[src/ssc_pkg.sv]
// shared types, codes and the commutation table of the six-step sequencer
package ssc_pkg;

    localparam int STEP_W   = 3;
    localparam int NUM_STEPS = 6;
    localparam int WAIT_W   = 24;
    localparam int THR_W    = 10;
    localparam int DIV_BITS = 12;
    localparam int DIVR_W   = 9;
    localparam int PAT_W    = 9;
    localparam int CFG_IDX_W = 2;
    localparam int CFG_DATA_W = 24;

    localparam logic [DIV_BITS-1:0] THR_NUM  = 12'd3000;
    localparam logic [DIVR_W-1:0]   THR_BIAS = 9'd5;

    localparam logic [15:0] START_DELAY_RST = 16'd4000;
    localparam logic [23:0] ALIGN_TIME_RST  = 24'd100000;
    localparam logic [7:0]  RAMP_STEP_RST   = 8'd70;

    typedef enum logic [1:0] {
        OP_TICK    = 2'd0,
        OP_START   = 2'd1,
        OP_STOP    = 2'd2,
        OP_ADVANCE = 2'd3
    } t_op;

    typedef enum logic [1:0] {
        MODE_IDLE  = 2'd0,
        MODE_ALIGN = 2'd1,
        MODE_RAMP  = 2'd2,
        MODE_RUN   = 2'd3
    } t_mode;

    typedef enum logic [CFG_IDX_W-1:0] {
        CFG_START_DELAY = 2'd0,
        CFG_ALIGN_TIME  = 2'd1,
        CFG_RAMP_STEP   = 2'd2,
        CFG_UNUSED      = 2'd3
    } t_cfg_idx;

    typedef enum logic [1:0] {
        ST_READY = 2'b01,
        ST_DIV   = 2'b10
    } t_state;

    // controller to datapath
    typedef struct packed {
        logic start;        // load duty, interval, align wait, kick divider
        logic stop;         // gates off, wait cleared
        logic commutate;    // apply next step
        logic wait_dec;     // saturating wait decrement
        logic wait_reload;  // wait from ramp interval, interval steps down
    } t_cmd;

    // datapath to controller
    typedef struct packed {
        logic wait_le1;     // wait reaches zero on this tick
        logic ivl_gt_thr;   // ramp still above threshold
        logic div_done;
    } t_stat;

    // pattern bits: [8:6] low, [5:3] high, [2:1] sense phase, [0] rising
    function automatic logic [PAT_W-1:0] step_pattern(input logic [STEP_W-1:0] s);
        logic [PAT_W-1:0] p;
        case (s)
            3'd0:    p = {3'b010, 3'b100, 2'd2, 1'b1};
            3'd1:    p = {3'b001, 3'b100, 2'd1, 1'b0};
            3'd2:    p = {3'b001, 3'b010, 2'd0, 1'b1};
            3'd3:    p = {3'b100, 3'b010, 2'd2, 1'b0};
            3'd4:    p = {3'b100, 3'b001, 2'd1, 1'b1};
            3'd5:    p = {3'b010, 3'b001, 2'd0, 1'b0};
            default: p = {3'b010, 3'b100, 2'd2, 1'b1};
        endcase
        return p;
    endfunction

endpackage

[src/six_step_commutation_sequencer_core.sv]
// latency: the result of an item is valid in the cycle after its transaction
// tick, stop and advance items leave the controller ready for the next item
// a start item holds off input while the 12-step threshold divider runs
// a waiting result holds off input; the next item can be taken in the cycle the result leaves
// reset (synchronous, active low): idle, gates off, step 0, registers to defaults
module six_step_commutation_sequencer_core import ssc_pkg::*; #(
    parameter int DELAY_BITS = 16
) (
    input  logic                  i_clk,
    input  logic                  i_rst_n,
    input  logic                  i_in_valid,
    output logic                  o_in_ready,
    input  logic [1:0]            i_opcode,
    input  logic [7:0]            i_supply_voltage,
    output logic                  o_out_valid,
    input  logic                  i_out_ready,
    output logic [2:0]            o_low_side,
    output logic [2:0]            o_high_side,
    output logic [1:0]            o_sense_phase,
    output logic                  o_rising_edge,
    output logic                  o_sense_enabled,
    output logic [7:0]            o_pwm_duty,
    output logic [1:0]            o_run_mode,
    output logic                  o_commutated,
    input  logic                  i_cfg_valid,
    output logic                  o_cfg_ready,
    input  logic [CFG_IDX_W-1:0]  i_cfg_index,
    input  logic [CFG_DATA_W-1:0] i_cfg_data
);

    t_cmd             cmd;
    t_stat            stat;
    logic [PAT_W-1:0] pattern;

    assign o_cfg_ready = i_rst_n;

    ssc_ctrl u_ctrl (
        .i_clk        (i_clk),
        .i_rst_n      (i_rst_n),
        .i_in_valid   (i_in_valid),
        .o_in_ready   (o_in_ready),
        .i_opcode     (i_opcode),
        .o_out_valid  (o_out_valid),
        .i_out_ready  (i_out_ready),
        .o_cmd        (cmd),
        .i_stat       (stat),
        .o_run_mode   (o_run_mode),
        .o_commutated (o_commutated)
    );

    ssc_dp #(
        .DELAY_BITS (DELAY_BITS)
    ) u_dp (
        .i_clk            (i_clk),
        .i_rst_n          (i_rst_n),
        .i_cmd            (cmd),
        .o_stat           (stat),
        .i_supply_voltage (i_supply_voltage),
        .i_cfg_we         (i_cfg_valid && o_cfg_ready),
        .i_cfg_index      (i_cfg_index),
        .i_cfg_data       (i_cfg_data),
        .o_pattern        (pattern),
        .o_duty           (o_pwm_duty)
    );

    assign o_low_side      = pattern[8:6];
    assign o_high_side     = pattern[5:3];
    assign o_sense_phase   = pattern[2:1];
    assign o_rising_edge   = pattern[0];
    assign o_sense_enabled = (o_run_mode == MODE_RUN);

    // a fresh step drives exactly one low and one high gate
    a_comm_onehot: assert property (@(posedge i_clk) disable iff (!i_rst_n)
        o_out_valid && o_commutated |-> $onehot(o_low_side) && $onehot(o_high_side))
        else $error("commutation applied a malformed gate pattern");

    // idle means every gate is off
    a_idle_off: assert property (@(posedge i_clk) disable iff (!i_rst_n)
        o_run_mode == MODE_IDLE |-> o_low_side == 3'b000 && o_high_side == 3'b000)
        else $error("gates driven while idle");

    // start holds off input until the threshold is computed
    a_start_hold: assert property (@(posedge i_clk) disable iff (!i_rst_n)
        i_in_valid && o_in_ready && i_opcode == OP_START |=> !o_in_ready)
        else $error("input taken while threshold divider busy");

endmodule

[src/ssc_div.sv]
// restoring divider, one quotient bit a cycle, for the ramp threshold
module ssc_div import ssc_pkg::*; (
    input  logic              i_clk,
    input  logic              i_rst_n,
    input  logic              i_start,
    input  logic [DIVR_W-1:0] i_divisor,
    output logic              o_done,
    output logic [THR_W-1:0]  o_quotient
);

    localparam int CNT_W = $clog2(DIV_BITS);
    localparam logic [CNT_W-1:0] LAST = CNT_W'(DIV_BITS - 1);

    logic              r_busy, n_busy;
    logic [CNT_W-1:0]  r_cnt, n_cnt;
    logic [DIV_BITS-1:0] r_quo, n_quo;
    logic [DIVR_W-1:0] r_rem, n_rem;
    logic [DIVR_W-1:0] r_dvs, n_dvs;
    logic              r_done, n_done;
    logic [DIVR_W:0]   trial;

    // shift the next dividend bit into the partial remainder
    assign trial = {r_rem, r_quo[DIV_BITS-1]};

    always_comb begin
        n_busy = r_busy;
        n_cnt  = r_cnt;
        n_quo  = r_quo;
        n_rem  = r_rem;
        n_dvs  = r_dvs;
        n_done = 1'b0;
        if (i_start) begin
            n_busy = 1'b1;
            n_cnt  = '0;
            n_quo  = THR_NUM;
            n_rem  = '0;
            n_dvs  = i_divisor;
        end else if (r_busy) begin
            if (trial >= {1'b0, r_dvs}) begin
                n_rem = DIVR_W'(trial - {1'b0, r_dvs});
                n_quo = {r_quo[DIV_BITS-2:0], 1'b1};
            end else begin
                n_rem = trial[DIVR_W-1:0];
                n_quo = {r_quo[DIV_BITS-2:0], 1'b0};
            end
            n_cnt = r_cnt + 1'b1;
            if (r_cnt == LAST) begin
                n_busy = 1'b0;
                n_done = 1'b1;
            end
        end
    end

    always_ff @(posedge i_clk) begin
        if (!i_rst_n) begin
            r_busy <= 1'b0;
            r_cnt  <= '0;
            r_done <= 1'b0;
        end else begin
            r_busy <= n_busy;
            r_cnt  <= n_cnt;
            r_done <= n_done;
        end
        r_quo <= n_quo;
        r_rem <= n_rem;
        r_dvs <= n_dvs;
    end

    assign o_done     = r_done;
    assign o_quotient = r_quo[THR_W-1:0];

endmodule

[src/ssc_dp.sv]
// datapath: configuration, step, pattern, duty, ramp interval, threshold and wait counter
module ssc_dp import ssc_pkg::*; #(
    parameter int DELAY_BITS = 16
) (
    input  logic                  i_clk,
    input  logic                  i_rst_n,
    input  t_cmd                  i_cmd,
    output t_stat                 o_stat,
    input  logic [7:0]            i_supply_voltage,
    input  logic                  i_cfg_we,
    input  logic [CFG_IDX_W-1:0]  i_cfg_index,
    input  logic [CFG_DATA_W-1:0] i_cfg_data,
    output logic [PAT_W-1:0]      o_pattern,
    output logic [7:0]            o_duty
);

    logic [15:0]           r_start_delay;
    logic [23:0]           r_align_time;
    logic [7:0]            r_ramp_step;
    logic [STEP_W-1:0]     r_step, n_step;
    logic [PAT_W-1:0]      r_pat, n_pat;
    logic [7:0]            r_duty, n_duty;
    logic [DELAY_BITS-1:0] r_ivl, n_ivl;
    logic [THR_W-1:0]      r_thr, n_thr;
    logic [WAIT_W-1:0]     r_wait, n_wait;
    logic [STEP_W-1:0]     cur_step;
    logic                  div_done;
    logic [THR_W-1:0]      quotient;

    ssc_div u_div (
        .i_clk      (i_clk),
        .i_rst_n    (i_rst_n),
        .i_start    (i_cmd.start),
        .i_divisor  ({1'b0, i_supply_voltage} + THR_BIAS),
        .o_done     (div_done),
        .o_quotient (quotient)
    );

    always_ff @(posedge i_clk) begin
        if (!i_rst_n) begin
            r_start_delay <= START_DELAY_RST;
            r_align_time  <= ALIGN_TIME_RST;
            r_ramp_step   <= RAMP_STEP_RST;
        end else if (i_cfg_we) begin
            case (i_cfg_index)
                CFG_START_DELAY: r_start_delay <= i_cfg_data[15:0];
                CFG_ALIGN_TIME:  r_align_time  <= i_cfg_data[23:0];
                CFG_RAMP_STEP:   r_ramp_step   <= i_cfg_data[7:0];
                default:         ;
            endcase
        end
    end

    assign cur_step = (r_step < STEP_W'(NUM_STEPS)) ? r_step : '0;

    always_comb begin
        n_step = r_step;
        n_pat  = r_pat;
        n_duty = r_duty;
        n_ivl  = r_ivl;
        n_thr  = r_thr;
        n_wait = r_wait;
        if (i_cmd.commutate) begin
            n_pat  = step_pattern(cur_step);
            n_step = (cur_step == STEP_W'(NUM_STEPS - 1)) ? '0 : cur_step + 1'b1;
        end
        if (i_cmd.start) begin
            n_duty = (r_ramp_step > i_supply_voltage) ? r_ramp_step - i_supply_voltage : '0;
            n_ivl  = DELAY_BITS'(r_start_delay);
            n_wait = r_align_time;
        end
        if (i_cmd.stop) begin
            n_pat  = '0;
            n_wait = '0;
        end
        if (i_cmd.wait_dec) begin
            n_wait = (r_wait != '0) ? r_wait - 1'b1 : '0;
        end
        if (i_cmd.wait_reload) begin
            n_wait = WAIT_W'(r_ivl);
            n_ivl  = (r_ivl > DELAY_BITS'(r_ramp_step)) ?
                     r_ivl - DELAY_BITS'(r_ramp_step) : '0;
        end
        if (div_done) begin
            n_thr = quotient;
        end
    end

    always_ff @(posedge i_clk) begin
        if (!i_rst_n) begin
            r_step <= '0;
            r_pat  <= '0;
            r_duty <= '0;
            r_ivl  <= '0;
            r_thr  <= '0;
            r_wait <= '0;
        end else begin
            r_step <= n_step;
            r_pat  <= n_pat;
            r_duty <= n_duty;
            r_ivl  <= n_ivl;
            r_thr  <= n_thr;
            r_wait <= n_wait;
        end
    end

    assign o_stat.wait_le1   = (r_wait[WAIT_W-1:1] == '0);
    assign o_stat.ivl_gt_thr = (r_ivl > DELAY_BITS'(r_thr));
    assign o_stat.div_done   = div_done;
    assign o_pattern = r_pat;
    assign o_duty    = r_duty;

endmodule

[src/ssc_ctrl.sv]
// controller: transaction handshake, run mode and divider wait
module ssc_ctrl import ssc_pkg::*; (
    input  logic       i_clk,
    input  logic       i_rst_n,
    input  logic       i_in_valid,
    output logic       o_in_ready,
    input  logic [1:0] i_opcode,
    output logic       o_out_valid,
    input  logic       i_out_ready,
    output t_cmd       o_cmd,
    input  t_stat      i_stat,
    output logic [1:0] o_run_mode,
    output logic       o_commutated
);

    t_state r_state, n_state;
    t_mode  r_mode, n_mode;
    logic   r_out_valid, n_out_valid;
    logic   r_comm, n_comm;
    logic   accept;
    t_op    op;

    assign op = t_op'(i_opcode);
    assign o_in_ready = i_rst_n && (r_state == ST_READY) && (!r_out_valid || i_out_ready);
    assign accept = i_in_valid && o_in_ready;

    always_comb begin
        o_cmd       = '0;
        n_state     = r_state;
        n_mode      = r_mode;
        n_comm      = r_comm;
        n_out_valid = r_out_valid && !i_out_ready;
        case (r_state)
            ST_READY: begin
                if (accept) begin
                    n_out_valid = 1'b1;
                    n_comm      = 1'b0;
                    case (op)
                        OP_START: begin
                            o_cmd.start     = 1'b1;
                            o_cmd.commutate = 1'b1;
                            n_comm          = 1'b1;
                            n_mode          = MODE_ALIGN;
                            n_state         = ST_DIV;
                        end
                        OP_STOP: begin
                            o_cmd.stop = 1'b1;
                            n_mode     = MODE_IDLE;
                        end
                        OP_ADVANCE: begin
                            if (r_mode == MODE_RUN) begin
                                o_cmd.commutate = 1'b1;
                                n_comm          = 1'b1;
                            end
                        end
                        default: begin
                            if (r_mode == MODE_ALIGN || r_mode == MODE_RAMP) begin
                                o_cmd.wait_dec = 1'b1;
                                if (i_stat.wait_le1) begin
                                    if (i_stat.ivl_gt_thr) begin
                                        o_cmd.commutate   = 1'b1;
                                        o_cmd.wait_reload = 1'b1;
                                        n_comm            = 1'b1;
                                        n_mode            = MODE_RAMP;
                                    end else begin
                                        n_mode = MODE_RUN;
                                    end
                                end
                            end
                        end
                    endcase
                end
            end
            ST_DIV: begin
                // threshold must be in place before the next tick is judged
                if (i_stat.div_done) begin
                    n_state = ST_READY;
                end
            end
            default: n_state = ST_READY;
        endcase
    end

    always_ff @(posedge i_clk) begin
        if (!i_rst_n) begin
            r_state     <= ST_READY;
            r_mode      <= MODE_IDLE;
            r_out_valid <= 1'b0;
            r_comm      <= 1'b0;
        end else begin
            r_state     <= n_state;
            r_mode      <= n_mode;
            r_out_valid <= n_out_valid;
            r_comm      <= n_comm;
        end
    end

    assign o_out_valid  = r_out_valid;
    assign o_run_mode   = r_mode;
    assign o_commutated = r_comm;

endmodule
[config.mk]
export PLATFORM = sky130hd
export DESIGN_NAME = six_step_commutation_sequencer_core
export DESIGN_NICKNAME = d
export VERILOG_FILES = /design/src/ssc_pkg.sv /design/src/six_step_commutation_sequencer_core.sv /design/src/ssc_div.sv /design/src/ssc_dp.sv /design/src/ssc_ctrl.sv
export SDC_FILE = /design/constraint.sdc
export NUM_CORES = 1
export LEC_CHECK = 0
export ABC_AREA = 0
export BUFFER_PORTS_ARGS = -buffer_cell sky130_fd_sc_hd__buf_2
export CORE_UTILIZATION = 25
export DETAILED_ROUTE_END_ITERATION = 7
export GPL_ROUTABILITY_DRIVEN = 0
export GPL_TIMING_DRIVEN = 0
export PLACE_DENSITY = 0.51
export SLEW_MARGIN = 10
export SYNTH_ARGS = -nofsm -noshare
export SYNTH_HDL_FRONTEND = slang
export SYNTH_SLANG_ARGS = --single-unit
export TNS_END_PERCENT = 100
[constraint.sdc]
create_clock -name i_clk -period 4.89 [get_ports i_clk]
set_clock_uncertainty 0.1 [all_clocks]
set_input_delay 1.2225 -clock i_clk [delete_from_list [all_inputs] [get_ports i_clk]]
set_output_delay 1.2225 -clock i_clk [all_outputs]
set_load 0.01 [all_outputs]
==> impl_metrics.ini <==
[run_status]
outcome = finished, final reports clean

[clocking]
cts-resized-gates = 0
cts_root_buf = clkbuf_16
cts_hold_buf = 0
insertion_delay_ns = 0.45
cts_buffers = 17
cts_max_level = 4
cts.path.max_buffers = 2
clk_pin_slew_ns = 0.07
cts_tree = done
cts_setup_buffers = 0
clock_sinks = 160

[final_layout]
regArea_sq_um = 3290
post-route-cell-area_sq_um = 10100
final_util_pct = 30.0
multi_input_area_sq_um = 4840
n_fill_cell = 3713
fin_cells = 1590
areaGrowthSynthToFinish_pct = 17.3
fin_nets = 1220
antenna_cells = 0
drive_gt1_share_pct = 11.4

[floorplanning]
die_w_um = 188
die_h_um = 188
rows = 67
initial_core_util_pct = 25.6
ioPinCount = 65
fp.coreArea_sq_um = 33700
fp.dieArea_sq_um = 35200

[timing]
fmaxAchievable_mhz = 271
rsz0062_at_grt = false
fin_tns_setup_ns = 0
worst_pin_slew_ns = 0.946
timing.final.crit_share_pct = 75.5
setup_viol = 0
hold_viol_final = 0
relSlewSlack_pct = 36.9
final-max-slew-violation-count = 0
fin_crit_ns = 3.69

[grt]
antenna_found_initial = 0
grt_start_max_net_pins = 20
grt.total_usage_pct = 15.0
grt_pass1_wl_um = 41200
grt-ovfl-total = 0
first_global_vias = 7464

[min_path]
hold_path_class = reg2reg
hold_start = u_dp.r_start_delay[13]

[pwr]
power.density_nw_per_um2 = 362
ir_drop_v = 0.000186
total_leakage_power_nw = 4.12

[yosys]
synthTopCellsByCount = nand2_1 (157), dfxtp_1 (151), nor2_1 (92), a21oi_1 (87), inv_1 (58)
synth.top_cell.area_share_pct = 35.1
synthAdderAreaFrac_pct = 7.52
synth.area.top_cells = dfxtp_1 (35%), nand2_1 (6.8%), ha_1 (6.8%), a21oi_1 (5.1%), mux2i_1 (4.2%)
synth_fp_nets = 1137
synthMuxAreaShare_pct = 4.18
synth_top_area_cell = dfxtp_1
post_synth.cell_area_avg_sq_um = 8.24
synthFlopType = dfxtp_1
synth_compound_gate_area_share_pct = 17.9
yosys_warnings = 0
netlist_instances = 1046
yosysUniqueCellTypes = 70
syn_area_sq_um = 8620
ys_ff_latch = 160
async_flop_share_pct = 0
synth_edf_count = 9
synthXorXnorAreaFrac_pct = 4.06
synth-simple-area-share_pct = 22.5
seq_area_frac_synth_pct = 38.2
synth_top_family_by_area = simple AND/OR/NAND/NOR gates
yosysMostFrequentCell = nand2_1

[place]
dp.final_hpwl_um = 19700
port_buffers = 64
dp.cells = 1558
place_area_sq_um = 9500

[route]
wl_per_cell_um = 16.2
dr_total_vias = 7580
first_pass_iters = 5
via_per_inst = 4.77
drt_iter0_drc = 518
drt-total-wl_um = 25800
drc = 0
antenna_left = 0

[worst_setup_path]
crit_start = i_rst_n
reg2reg_depth = 11
arrival_ns = 2.37
crit_path_end_kind = output port
crit_path_end = o_in_ready
crit_fanout = 10
rr_startpoint = u_dp.r_ivl[0]
cp-start-kind = primary input
rrSetupSlack_ns = 1.77
required_ns = 3.57
worstReg2RegEnd = u_dp.r_ivl[13]
crit_type = in2out

[flow_run]
cap_violations = 0
## through the flow
stage	hold slack (ns)	total power, mW	setup WS (ns)
CTS	0.357	3.70	1.17
finish	0.357	3.66	1.20
global route	0.378	3.86	1.14
floorplan	0.332	2.11	1.60
global placement	0.342	2.31	1.03
detailed placement	0.341	2.32	0.961
## state kept, by name (all words and copies together), names as in the netlist
| name | flops |
|---|---|
| u_dp.r_step | 3 |
| u_dp.r_ivl | 16 |
| u_ctrl.o_commutated | 1 |
| u_dp.r_wait | 24 |
| u_dp.r_align_time | 24 |
| u_ctrl.o_out_valid | 1 |
| u_dp.o_duty | 8 |
| u_dp.o_pattern | 9 |
| u_dp.r_ramp_step | 8 |
| u_dp.u_div.r_rem | 9 |
| u_dp.u_div.o_done | 1 |
| u_dp.u_div.r_cnt | 4 |
| u_dp.r_thr | 10 |
| u_ctrl.o_run_mode | 2 |
| u_ctrl.r_state | 2 |
| u_dp.u_div.r_busy | 1 |
| u_dp.u_div.r_quo | 12 |
| u_dp.r_start_delay | 16 |
| u_dp.u_div.r_dvs | 9 |
## placed cells by master, fill, tap and decap left out, drive strengths merged, types with 7 or more instances in the layout
| cell | count |
|---|---|
| clkbuf | 51 |
| nand2b | 10 |
| dfxtp | 151 |
| o31ai | 12 |
| and2 | 10 |
| o21ai | 54 |
| and3 | 9 |
| nor3 | 21 |
| a22oi | 8 |
| a22o | 8 |
| inv | 65 |
| buf | 84 |
| o21a | 9 |
| o211ai | 7 |
| edfxtp | 9 |
| nor2 | 92 |
| nor2b | 9 |
| ha | 47 |
| nand2 | 157 |
| a211oi | 10 |
| nand4 | 14 |
| xnor2 | 26 |
| nand3 | 33 |
| or3 | 8 |
| nor4 | 18 |
| a21o | 9 |
| a21oi | 88 |
| clkinv | 8 |
| xor2 | 14 |
| mux2i | 36 |
## metal layers
metal  global-route usage [%]  vias up  part of all wire (%)
met2                     24.7      168                    47
met1                     19.6     3537                    47
met3                     2.15       33                   3.8
met4                     5.91        0                   2.6
met5                        0        -                     0
li1                         -     3842                     -
## worst min-delay path by stage
stage / to / slack [ns] / depth (start not counted)
after floorplan: u_dp.r_start_delay[12] / 0.33 / 2
after global placement: u_dp.r_start_delay[13] / 0.34 / 2
after detailed placement: u_dp.o_duty[7] / 0.34 / 2
after CTS: u_dp.r_start_delay[13] / 0.36 / 2
after global routing: u_dp.r_start_delay[15] / 0.38 / 2
final: u_dp.r_start_delay[13] / 0.36 / 2
## final cells by class
class / instances / area share, %
Inverter: 58 / 2.15
Multi-Input combinational cell: 774 / 47.9
Clock inverter: 15 / 1.84
Tap cell: 448 / 5.54
Buffer: 54 / 2.62
Clock buffer: 17 / 4.21
Timing Repair Buffer: 64 / 3.17
Sequential cell: 160 / 32.6
## critical path: stages
cell and delay [ns]:
buf_2 0.12, clkbuf_1 0.52, and4b_1 0.35, buf_2 0.15
## power by group
| part | internal (mW) | switching, mW | leakage, nW | total [mW] |
|---|---|---|---|---|
| Clock | 0.695 | 0.671 | 0.297 | 1.37 |
| Combinational | 0.328 | 0.434 | 2.51 | 0.762 |
| Sequential | 1.43 | 0.0997 | 1.31 | 1.53 |
## cells by family after synthesis
kind of cell               Yosys count
AOI/OAI and AO/OA                  244
and+or+nand+nor                    404
muxes                               36
DFF                                160
buffers and inverters              112
adders and majority gates           50
xor gates and xnor gates            40
(Power assumes the default switching activity.)
